===== config.mk =====
export PLATFORM = sky130hd
export DESIGN_NAME = record_ring_producer
export DESIGN_NICKNAME = d
export VERILOG_FILES = /design/src/rtl/core/rrp_pkg.sv /design/src/rtl/core/rrp_cfg.sv /design/src/rtl/core/rrp_post.sv /design/src/rtl/core/record_ring_producer.sv
export SDC_FILE = /design/constraint.sdc
export NUM_CORES = 1
export LEC_CHECK = 0
export BUFFER_PORTS_ARGS = -buffer_cell sky130_fd_sc_hd__buf_2
export CORE_MARGIN = 4
export CORE_UTILIZATION = 35
export CTS_BUF_LIST = sky130_fd_sc_hd__clkbuf_4
export CTS_CLUSTER_DIAMETER = 120
export DETAILED_ROUTE_END_ITERATION = 6
export PLACE_DENSITY = 0.63
export SYNTH_ARGS = -nofsm -noshare
export SYNTH_HDL_FRONTEND = slang
export SYNTH_SLANG_ARGS = --single-unit

===== constraint.sdc =====
create_clock -name clk -period 12.23 [get_ports clk]
set_input_delay 0 -clock clk [delete_from_list [all_inputs] [get_ports clk]]
set_output_delay 0 -clock clk [all_outputs]
set_load 0.01 [all_outputs]

===== src/rtl/core/rrp_pkg.sv =====
// Shared types and constants for the record ring producer.
package rrp_pkg;

	localparam int META_SLOTS    = 4;
	localparam int LENGTH_SHIFT  = 0;
	localparam int LENGTH_BITS   = 7;
	localparam int OVERRUN_BIT   = 7;

	localparam int SLOT_W        = 13;
	localparam int SIZE_W        = SLOT_W + 1;
	localparam int LOG2_W        = 4;
	localparam int DATA_W        = 32;
	localparam int PADDR_W       = 4;
	localparam int REG_IDX_W     = 2;

	localparam logic [LOG2_W-1:0] SIZE_LOG2_MIN = LOG2_W'(9);
	localparam logic [LOG2_W-1:0] SIZE_LOG2_MAX = LOG2_W'(13);
	localparam logic [SLOT_W-1:0] META_SLOT     = SLOT_W'(META_SLOTS);

	localparam logic [REG_IDX_W-1:0] REG_ENABLED   = 2'd0;
	localparam logic [REG_IDX_W-1:0] REG_SIZE_LOG2 = 2'd1;
	localparam logic [REG_IDX_W-1:0] REG_CLOSED    = 2'd2;

	typedef enum logic [1:0] {
		ST_POSTED   = 2'd0,
		ST_OVERRUN  = 2'd1,
		ST_REFUSED  = 2'd2,
		ST_ZERO_LEN = 2'd3
	} status_t;

	typedef struct packed {
		logic              enabled;
		logic [LOG2_W-1:0] size_log2;
		logic              closed;
	} cfg_t;

	typedef struct packed {
		status_t           status;
		logic              pad_written;
		logic [SLOT_W-1:0] pad_slot;
		logic [SLOT_W-1:0] pad_length;
		logic              meta_reset;
		logic [SLOT_W-1:0] record_slot;
		logic [DATA_W-1:0] info_out;
		logic [DATA_W-1:0] new_head;
		logic              wake;
	} result_t;

endpackage


===== src/rtl/core/rrp_cfg.sv =====
// APB register file holding the ring configuration.
module rrp_cfg (
	input  logic                        clk,
	input  logic                        arst_n,
	input  logic                        psel,
	input  logic                        penable,
	input  logic                        pwrite,
	input  logic [rrp_pkg::PADDR_W-1:0] paddr,
	input  logic [rrp_pkg::DATA_W-1:0]  pwdata,
	output logic [rrp_pkg::DATA_W-1:0]  prdata,
	output logic                        pready,
	output rrp_pkg::cfg_t               cfg
);

	rrp_pkg::cfg_t                   cfg_q;
	logic [rrp_pkg::REG_IDX_W-1:0]   idx;
	logic                            wr_en;

	assign idx    = paddr[rrp_pkg::PADDR_W-1:2];
	assign wr_en  = psel & penable & pwrite;
	assign pready = 1'b1;
	assign cfg    = cfg_q;

	always_ff @(posedge clk or negedge arst_n) begin
		if (!arst_n) begin
			cfg_q.enabled   <= 1'b0;
			cfg_q.size_log2 <= rrp_pkg::SIZE_LOG2_MIN;
			cfg_q.closed    <= 1'b0;
		end else if (wr_en) begin
			unique case (idx)
				rrp_pkg::REG_ENABLED:   cfg_q.enabled   <= pwdata[0];
				rrp_pkg::REG_SIZE_LOG2: cfg_q.size_log2 <= pwdata[rrp_pkg::LOG2_W-1:0];
				rrp_pkg::REG_CLOSED:    cfg_q.closed    <= pwdata[0];
				default: ;
			endcase
		end
	end

	always_comb begin
		unique case (idx)
			rrp_pkg::REG_ENABLED:   prdata = rrp_pkg::DATA_W'(cfg_q.enabled);
			rrp_pkg::REG_SIZE_LOG2: prdata = rrp_pkg::DATA_W'(cfg_q.size_log2);
			rrp_pkg::REG_CLOSED:    prdata = rrp_pkg::DATA_W'(cfg_q.closed);
			default:                prdata = '0;
		endcase
	end

endmodule


===== src/rtl/core/rrp_post.sv =====
// Combinational post decision: tail check, end pad, metadata skip, space check.
module rrp_post (
	input  rrp_pkg::cfg_t               cfg,
	input  logic [rrp_pkg::DATA_W-1:0]  note_info,
	input  logic [rrp_pkg::DATA_W-1:0]  consumer_tail,
	input  logic                        sender_permitted,
	input  logic [rrp_pkg::DATA_W-1:0]  head,
	input  logic                        pend,
	output rrp_pkg::result_t            res,
	output logic [rrp_pkg::DATA_W-1:0]  head_nxt,
	output logic                        pend_nxt
);

	localparam int SW = rrp_pkg::SLOT_W;
	localparam int ZW = rrp_pkg::SIZE_W;
	localparam int DW = rrp_pkg::DATA_W;

	logic [rrp_pkg::LOG2_W-1:0]      lg;
	logic [ZW-1:0]                   size;
	logic [SW-1:0]                   mask;
	logic [rrp_pkg::LENGTH_BITS-1:0] len;
	logic [ZW-1:0]                   len_x;
	logic [DW-1:0]                   used;
	logic [SW-1:0]                   t;
	logic [SW-1:0]                   h;
	logic [ZW-1:0]                   seg;
	logic [DW-1:0]                   head_base;
	logic                            go;
	logic                            fail;
	logic                            pad;
	logic                            meta;
	logic [SW-1:0]                   hh;
	logic [SW-1:0]                   pad_slot;
	logic [SW-1:0]                   pad_len;
	logic [DW-1:0]                   head_w;
	logic                            posted;
	rrp_pkg::status_t                st;

	always_comb begin
		priority if (cfg.size_log2 < rrp_pkg::SIZE_LOG2_MIN) lg = rrp_pkg::SIZE_LOG2_MIN;
		else if (cfg.size_log2 > rrp_pkg::SIZE_LOG2_MAX)     lg = rrp_pkg::SIZE_LOG2_MAX;
		else                                                  lg = cfg.size_log2;
	end

	assign size      = ZW'(1) << lg;
	assign mask      = SW'(size - ZW'(1));
	assign len       = note_info[rrp_pkg::LENGTH_SHIFT +: rrp_pkg::LENGTH_BITS];
	assign len_x     = ZW'(len);
	assign used      = head - consumer_tail;
	assign t         = consumer_tail[SW-1:0] & mask;
	assign h         = head[SW-1:0] & mask;
	assign seg       = size - ZW'(h);
	assign head_base = head & ~DW'(mask);
	assign go        = cfg.enabled & (len != '0) & ~cfg.closed & sender_permitted;

	always_comb begin
		fail     = 1'b0;
		pad      = 1'b0;
		meta     = 1'b0;
		hh       = h;
		pad_slot = '0;
		pad_len  = '0;
		head_w   = head;
		if ((used >= DW'(size)) || ((t != '0) && (t < rrp_pkg::META_SLOT)))
			fail = 1'b1;
		if (!fail && (h >= t) && (len_x > seg)) begin
			if ((t >= rrp_pkg::META_SLOT) && (len_x > ZW'(t - rrp_pkg::META_SLOT))) begin
				fail = 1'b1;
			end else begin
				pad      = 1'b1;
				pad_slot = h;
				pad_len  = seg[SW-1:0];
				head_w   = head_base + DW'(size);
				hh       = '0;
				if (t == '0)
					fail = 1'b1;
			end
		end
		if (!fail && (hh == '0)) begin
			meta   = 1'b1;
			head_w = head_w + DW'(rrp_pkg::META_SLOTS);
			hh     = rrp_pkg::META_SLOT;
			if (rrp_pkg::META_SLOT >= t)
				fail = 1'b1;
		end
		if (!fail && (hh < t) && (len_x > ZW'(t - hh)))
			fail = 1'b1;
	end

	assign posted = go & ~fail;

	always_comb begin
		priority if (!cfg.enabled)                        st = rrp_pkg::ST_REFUSED;
		else if (len == '0)                               st = rrp_pkg::ST_ZERO_LEN;
		else if (cfg.closed || !sender_permitted)         st = rrp_pkg::ST_REFUSED;
		else if (fail)                                    st = rrp_pkg::ST_OVERRUN;
		else                                              st = rrp_pkg::ST_POSTED;
	end

	assign res.status      = st;
	assign res.pad_written = go & pad;
	assign res.pad_slot    = go ? pad_slot : '0;
	assign res.pad_length  = go ? pad_len : '0;
	assign res.meta_reset  = go & meta;
	assign res.record_slot = posted ? hh : '0;
	assign res.info_out    = posted ? (note_info | (DW'(pend) << rrp_pkg::OVERRUN_BIT)) : '0;
	assign res.new_head    = posted ? (head_w + DW'(len)) : head;
	assign res.wake        = posted & (used == '0);

	assign head_nxt = res.new_head;
	assign pend_nxt = posted ? 1'b0 : ((go & fail) | pend);

endmodule


===== src/rtl/core/record_ring_producer.sv =====
// Record ring producer top level: input register, post logic, result register.
// A request in the input register moves through the post logic into the result register
// when that one is empty or being drained. Throughput: one request per cycle while
// out_ready holds; head and overrun state loop back as each result is registered.
// Reset: head just past the metadata block, overrun flag clear, ring disabled
// at the minimum size, both stages empty.
module record_ring_producer (
	input  logic                        clk,
	input  logic                        arst_n,
	input  logic                        psel,
	input  logic                        penable,
	input  logic                        pwrite,
	input  logic [rrp_pkg::PADDR_W-1:0] paddr,
	input  logic [rrp_pkg::DATA_W-1:0]  pwdata,
	output logic [rrp_pkg::DATA_W-1:0]  prdata,
	output logic                        pready,
	input  logic                        in_valid,
	output logic                        in_ready,
	input  logic [31:0]                 note_info,
	input  logic [31:0]                 consumer_tail,
	input  logic                        sender_permitted,
	output logic                        out_valid,
	input  logic                        out_ready,
	output logic [1:0]                  status,
	output logic                        pad_written,
	output logic [12:0]                 pad_slot,
	output logic [12:0]                 pad_length,
	output logic                        meta_reset,
	output logic [12:0]                 record_slot,
	output logic [31:0]                 info_out,
	output logic [31:0]                 new_head,
	output logic                        wake
);

	rrp_pkg::cfg_t                  cfg;
	rrp_pkg::result_t               res;
	rrp_pkg::result_t               result_q;
	logic [rrp_pkg::DATA_W-1:0]     info_s1;
	logic [rrp_pkg::DATA_W-1:0]     tail_s1;
	logic                           perm_s1;
	logic                           valid_s1;
	logic [rrp_pkg::DATA_W-1:0]     head_q;
	logic                           pend_q;
	logic                           out_valid_q;
	logic [rrp_pkg::DATA_W-1:0]     head_nxt;
	logic                           pend_nxt;
	logic                           adv;
	logic                           take;

	rrp_cfg u_cfg (
		.clk     (clk),
		.arst_n  (arst_n),
		.psel    (psel),
		.penable (penable),
		.pwrite  (pwrite),
		.paddr   (paddr),
		.pwdata  (pwdata),
		.prdata  (prdata),
		.pready  (pready),
		.cfg     (cfg)
	);

	rrp_post u_post (
		.cfg              (cfg),
		.note_info        (info_s1),
		.consumer_tail    (tail_s1),
		.sender_permitted (perm_s1),
		.head             (head_q),
		.pend             (pend_q),
		.res              (res),
		.head_nxt         (head_nxt),
		.pend_nxt         (pend_nxt)
	);

	assign adv      = valid_s1 & (~out_valid_q | out_ready);
	assign in_ready = ~valid_s1 | adv;
	assign take     = in_valid & in_ready;

	always_ff @(posedge clk or negedge arst_n) begin
		if (!arst_n) begin
			valid_s1    <= 1'b0;
			out_valid_q <= 1'b0;
			head_q      <= rrp_pkg::DATA_W'(rrp_pkg::META_SLOTS);
			pend_q      <= 1'b0;
		end else begin
			if (take)
				valid_s1 <= 1'b1;
			else if (adv)
				valid_s1 <= 1'b0;
			if (adv) begin
				out_valid_q <= 1'b1;
				head_q      <= head_nxt;
				pend_q      <= pend_nxt;
			end else if (out_ready) begin
				out_valid_q <= 1'b0;
			end
		end
	end

	always_ff @(posedge clk) begin
		if (take) begin
			info_s1 <= note_info;
			tail_s1 <= consumer_tail;
			perm_s1 <= sender_permitted;
		end
		if (adv)
			result_q <= res;
	end

	assign out_valid   = out_valid_q;
	assign status      = result_q.status;
	assign pad_written = result_q.pad_written;
	assign pad_slot    = result_q.pad_slot;
	assign pad_length  = result_q.pad_length;
	assign meta_reset  = result_q.meta_reset;
	assign record_slot = result_q.record_slot;
	assign info_out    = result_q.info_out;
	assign new_head    = result_q.new_head;
	assign wake        = result_q.wake;

`ifndef SYNTHESIS
	a_head_held: assert property (@(posedge clk) disable iff (!arst_n)
		(!adv || (res.status != rrp_pkg::ST_POSTED)) |=> $stable(head_q))
		else $error("head moved without a posted request");

	a_pend_cleared: assert property (@(posedge clk) disable iff (!arst_n)
		(adv && (res.status == rrp_pkg::ST_POSTED)) |=> !pend_q)
		else $error("overrun flag not cleared by a post");

	a_pend_armed: assert property (@(posedge clk) disable iff (!arst_n)
		(adv && (res.status == rrp_pkg::ST_OVERRUN)) |=> pend_q)
		else $error("overrun flag not armed");

	a_ready_when_empty: assert property (@(posedge clk) disable iff (!arst_n)
		!out_valid_q |-> in_ready)
		else $error("input stalled with empty output register");
`endif

endmodule


==> impl_metrics.tcl, run 1 <==
set metrics [dict create \
    cts.clk_slew.worst_paths_ns 0.06 \
    netlist.area_leader.share_pct 34.5 \
    drt_iter0_drc 914 \
    final_cells 2549 \
    cts_resized 0 \
    synth-xor-area-share_pct 6.40 \
    finalSetupViolations 0 \
    rr_endpoint "head_q[20]" \
    synth_ff_type "edfxtp_1" \
    drv_cap 0 \
    synthDistinctLibCells 96 \
    grt_max_degree 71 \
    min_from "penable" \
    placed_cells 2287 \
    clock_tree.buffer_depth 3 \
    crit_slowest_cell "or4_1" \
    startpoint_type "flop" \
    grt_use_total_pct 19.5 \
    synth_fa_ha_area_share_pct 9.80 \
    async_flop_share_pct 19.2 \
    numCtsBuffers 57 \
    finalPower_mw 1.90 \
    crit_buf_inv 3 \
    critical-path-max-stage-delay_ns 0.77 \
    core_area_um2 42200 \
    post-synth-top-count-cell "edfxtp_1" \
    hold_class "in -> reg" \
    clkSinkCount 214 \
    hold_depth 6 \
    synth_top_cells_by_area "edfxtp_1 35%, ha_1 9.4%, dfrtp_1 6.3%" \
    wl_per_cell_um 18.1 \
    hpwl_um 34600 \
    yosys_warnings 0 \
    fin_setup_tns_ns 0 \
    die_w_um 215 \
    muxShareOfSynthArea_pct 2.06 \
    die_area_um2 46400 \
    worst_hold_path.endpoint "u_cfg.cfg[0]" \
    finalClockSkew_ns 0.0879 \
    timing.fmax_ghz 0.105 \
    crit_top_cell "o21ai_0" \
    reg2reg_setup_slack_ns 2.71 \
    hold_violations 0 \
    fin_crit_ns 9.52 \
    die_h_um 215 \
    ys_top_cells_by_count "173 x edfxtp_1, 163 x nand2_1, 122 x nor2_1, 113 x ha_1, 104 x inv_1" \
    synth_compound_area_share_pct 14.0 \
    ys_seq_area_share_pct 41.4 \
    ant_nets 0 \
    crit_type "reg -> reg" \
    overflow 0 \
    viasPerCell 5.19 \
    ff2ff_path_depth 41 \
    end_kind "flop" \
    ios 251 \
    relSlewSlack_pct 28.3 \
    leakage_nw 8.06 \
    io_buffers 191 \
    grt_pass1_vias 13300 \
    syn_avg_cell_area_um2 9.48 \
    synth_edf_count 173 \
    initial_utilization_pct 35.6 \
    drv_slew 0 \
    row_count 75 \
    crit_fanout 16 \
    place_congestion 0.912 \
    worst_slew_pin_slew_ns 1.07 \
    dr.pass1.iters 5 \
    grt_pass1_wl_um 73100 \
    drc_errors 0 \
    regToRegStartpoint "head_q[0]" \
    rsz0062_at_grt "no" \
    fill_cells 4138 \
    antenna_found_initial 3 \
    clk_latency_ns 0.78 \
    cts_max_level 2 \
    regArea_um2 6220 \
    synthToLayoutAreaGrowth_pct 24.7 \
    multi_input_area_um2 8150 \
    synth_top_family_by_area "simple AND/OR/NAND/NOR gates" \
    synth.cell_area_um2 15000 \
    status "finished, final reports clean" \
    ir_worst_vdd_uv 53.5 \
    fin_crit_sh_pct 77.8 \
    vias 13200 \
    critical_path.top_delay_family "simple AND/OR/NAND/NOR gates" \
    power_density_nw_per_um2 101 \
    ys_seq_elements 214 \
    synth_top_area_cell "edfxtp_1" \
    required_ns 12.83 \
    yosys.area_share.simple_pct 20.6 \
    root_buffer "clkbuf_4" \
    netlist_instances 1586 \
    drt-total-wl_um 46100 \
    layout-drive-gt1-share_pct 17.3 \
    cts_tree "yes" \
    arrival_ns 10.12 \
    nNetsFinal 2185 \
]
-- kinds of logic after synthesis --
group                      count (synthesis)
and+or+nand+nor                          594
AOI/OAI and AO/OA                        327
DFF                                      214
buffers and inverters                    194
adders and majority gates                116
xor gates and xnor gates                 110
muxes                                     29
other                                      2
-- cell type report --
cell class | instances | area share, %
clock inverter | 22 | 0.627
clock buffer | 83 | 3.32
tap | 539 | 3.59
inverter | 106 | 2.13
timing repair buffer | 354 | 13.7
multi-input combinational | 1228 | 43.4
sequential | 214 | 33.2
antenna | 3 | 0.0400
-- per-layer routing --
layer,track usage (%),wire length (µm)
met5,0,0
met4,6.29,1040
met3,2.91,2390
met2,31.6,21200
met1,27.0,21400
-- worst max-delay path by stage --
stage	from	end	slack, ns	depth (start not counted)
6_report	head_q[0]	head_q[20]	2.71	41
5_1_grt	head_q[0]	head_q[20]	2.12	41
2_1_floorplan	head_q[0]	new_head[14]	4.04	39
3_5_place_dp	head_q[0]	head_q[20]	2.89	41
4_1_cts	head_q[0]	head_q[20]	2.83	41
3_3_place_gp	head_q[0]	head_q[20]	3.12	41
-- sequential cells by signal, indices dropped and copies added (netlist names), named ones only --
| register | count |
|---|---|
| valid_s1 | 1 |
| head_q | 32 |
| pad_written | 1 |
| new_head | 32 |
| wake | 1 |
| pad_length | 13 |
| info_out | 32 |
| info_s1 | 32 |
| out_valid | 1 |
| perm_s1 | 1 |
| tail_s1 | 32 |
| u_cfg.cfg | 6 |
| pad_slot | 13 |
| status | 2 |
| record_slot | 13 |
| meta_reset | 1 |
-- timing repair --
action                    4_1_cts  5_1_grt
hold endpoints to repair      170        0
hold buffers                  154        0
setup buffers                   0        0
-- placed cells by master, fill, tap and decap left out, types with 20 or more instances in the layout --
cell type	n
ha_1	113
o21ai_0	64
xor2_1	45
xnor2_1	65
nand3_1	45
nor3_1	39
nor2_1	122
and2_1	45
nand2b_1	20
o21ai_1	25
inv_1	103
edfxtp_1	173
dfrtp_1	38
conb_1	52
nand4_1	31
dlygate4sd3_1	154
clkbuf_4	83
buf_2	191
a21oi_1	89
nor4_1	20
nand2_1	163
-- power breakdown --
part           leakage, nW  internal, mW  switching [mW]  total (mW)
Combinational         5.40         0.169           0.218       0.387
Sequential            2.21         0.839          0.0404       0.880
Clock                0.442         0.334           0.300       0.633
Total                 8.06          1.34           0.558        1.90
-- tightest hold or removal path: cells and delay by family --
family	cells	cell delay, ns
buffers and inverters	2	0.63
muxes	1	0.14
and+or+nand+nor	3	0.24
-- stage by stage --
step	utilization (%)	hold slack, ns	area (µm²)	setup slack (ns)
after floorplan	-	-0.296	15200	4.04
after global placement	39.0	0.145	16500	3.12
after detailed placement	39.0	0.147	16500	2.89
after CTS	44.4	0.206	18800	2.83
after global routing	44.4	0.308	18800	2.12
final	44.4	0.329	18800	2.71
(Power assumes the default switching activity.)
==> run 2, diff against run 1 <==
- PLACE_DENSITY: 0.63 -> 0.65
- clock period: 12.23 -> 8.3 ns (I/O delays scaled with it)
==> run 2 against run 1 <==
  * Die area is the same
  * Clock-buffer cell count grew 9
  * Non-clock buffer count grew 74
  * First-iteration DRC count grew 15%
  * Global-route usage grew 0.48 points
  * Critical endpoint is now new_head[28]
  * Highest routed layer unchanged
==> impl_metrics.tcl, run 2 (synthesized netlist as in run 1, its figures left out) <==
set metrics [dict create \
    fin_crit_sh_pct 94.8 \
    dr.pass1.iters 5 \
    placed_cell_area_um2 17100 \
    relSlewSlack_pct 20.7 \
    die_w_um 215 \
    dr_wl_met3_um 3030 \
    ff2ff_path_depth 40 \
    final_util_pct 46.0 \
    synthToLayoutAreaGrowth_pct 29.1 \
    hold_violations 0 \
    cts_max_level 2 \
    grt_use_total_pct 20.0 \
    power_density_nw_per_um2 147 \
    crit_slowest_cell "dfrtp_1" \
    ir_worst_vdd_uv 58.7 \
    core_area_um2 42200 \
    final_common_cell "buf_2" \
    die_h_um 215 \
    hpwl_um 36800 \
    cts_tree "yes" \
    regToRegStartpoint "head_q[0]" \
    worst_slew_pin_slew_ns 1.19 \
    hold_depth 2 \
    holdWs_ns 0.0358 \
    status "finished, final reports clean" \
    finalClockSkew_ns 0.0632 \
    min_from "consumer_tail[7]" \
    clock_tree.buffer_depth 3 \
    drv_slew 0 \
    layout-drive-gt1-share_pct 21.3 \
    ios 251 \
    antenna_found_initial 2 \
    required_ns 8.76 \
    leakage_nw 8.46 \
    worst_hold_path.endpoint "tail_s1[7]" \
    arrival_ns 8.33 \
    initial_utilization_pct 35.6 \
    design_area_um2 19400 \
    place_congestion 0.939 \
    numCtsBuffers 57 \
    timing.fmax_ghz 0.127 \
    drv_cap 0 \
    startpoint_type "flop" \
    viasPerCell 5.20 \
    grt_max_degree 95 \
    cts.clk_slew.worst_paths_ns 0.08 \
    root_buffer "clkbuf_4" \
    grt_pass1_wl_um 74700 \
    topRoutingLayerUsed "met4" \
    clk_latency_ns 0.74 \
    grt_pass1_vias 13500 \
    overflow 0 \
    io_buffers 191 \
    row_count 75 \
    wl_per_cell_um 18.3 \
    hold_class "in -> reg" \
    final_cell_mix "191 x buf_2, 173 x edfxtp_1, 163 x nand2_1" \
    nNetsFinal 2259 \
    fin_setup_tns_ns 0 \
    vias 13700 \
    end_kind "flop" \
    finalSetupViolations 0 \
    die_area_um2 46400 \
    ant_nets 0 \
    clkSinkCount 214 \
    crit_type "reg -> reg" \
    rr_endpoint "new_head[28]" \
    reg2reg_setup_slack_ns 0.43 \
    wl_met2_um 22500 \
    fin_crit_ns 7.87 \
    drt_iter0_drc 1047 \
    crit_fanout 6 \
    met1Wirelength_um 21600 \
    critical-path-max-stage-delay_ns 0.41 \
    drt-total-wl_um 48100 \
    drc_errors 0 \
]
[run 2: final cells by class]
class                   instances  area (µm²)
repair buffers                428        3170
inverters                     106         400
clock buffers                  92         691
diodes                          3        7.51
fillers                      4032       22800
flip-flops and latches        214        6220
multi-input cells            1228        8190
well taps                     539         674
clock inverters                16        71.3
[run 2: metal layers]
metal	up-vias	global-route usage (%)
li1	6606	-
met1	6502	27.2
met2	472	33.1
met3	79	3.14
met4	0	5.91
met5	-	0
[run 2: through the flow]
step	setup slack (ns)	std cells	power (mW)
detailed placement	0.359	2368	1.85
global placement	0.420	2368	1.84
floorplan	0.107	1636	1.66
finish	0.428	2626	2.85
global route	-0.00182	2625	3.02
CTS	0.275	2623	2.88
[run 2: worst max path at each step]
stage | startpoint | end | slack [ns] | depth (start not counted)
after detailed placement | head_q[0] | new_head[28] | 0.36 | 40
after global routing | head_q[0] | head_q[8] | -0.002 | 42
after floorplan | head_q[0] | new_head[14] | 0.11 | 39
after global placement | head_q[0] | head_q[0] | 0.42 | 43
final | head_q[0] | new_head[28] | 0.43 | 40
after CTS | head_q[0] | new_head[28] | 0.28 | 40
[run 2: worst max-delay path, delay by kind of cell, from the launching register on]
| family | cells | cell delay, ns |
|---|---|---|
| adders and majority gates | 6 | 1.71 |
| DFF | 1 | 0.41 |
| and+or+nand+nor | 12 | 2.23 |
| buffers and inverters | 7 | 0.86 |
| muxes | 1 | 0.34 |
| xor gates and xnor gates | 1 | 0.17 |
| AOI/OAI and AO/OA | 13 | 1.85 |
[run 2: what timing repair did]
| item | CTS | global route |
|---|---|---|
| gates resized for setup | 0 | 10 |
| hold buffers | 147 | 0 |
| setup endpoints to repair | 0 | 102 |
| hold endpoints to repair | 120 | 0 |
| setup buffers | 0 | 0 |
[run 2: power by group]
group / total, mW / internal [mW] / switching [mW]
logic: 0.622 / 0.272 / 0.349
clock network: 0.950 / 0.503 / 0.447
registers: 1.28 / 1.24 / 0.0432
total: 2.85 / 2.01 / 0.840
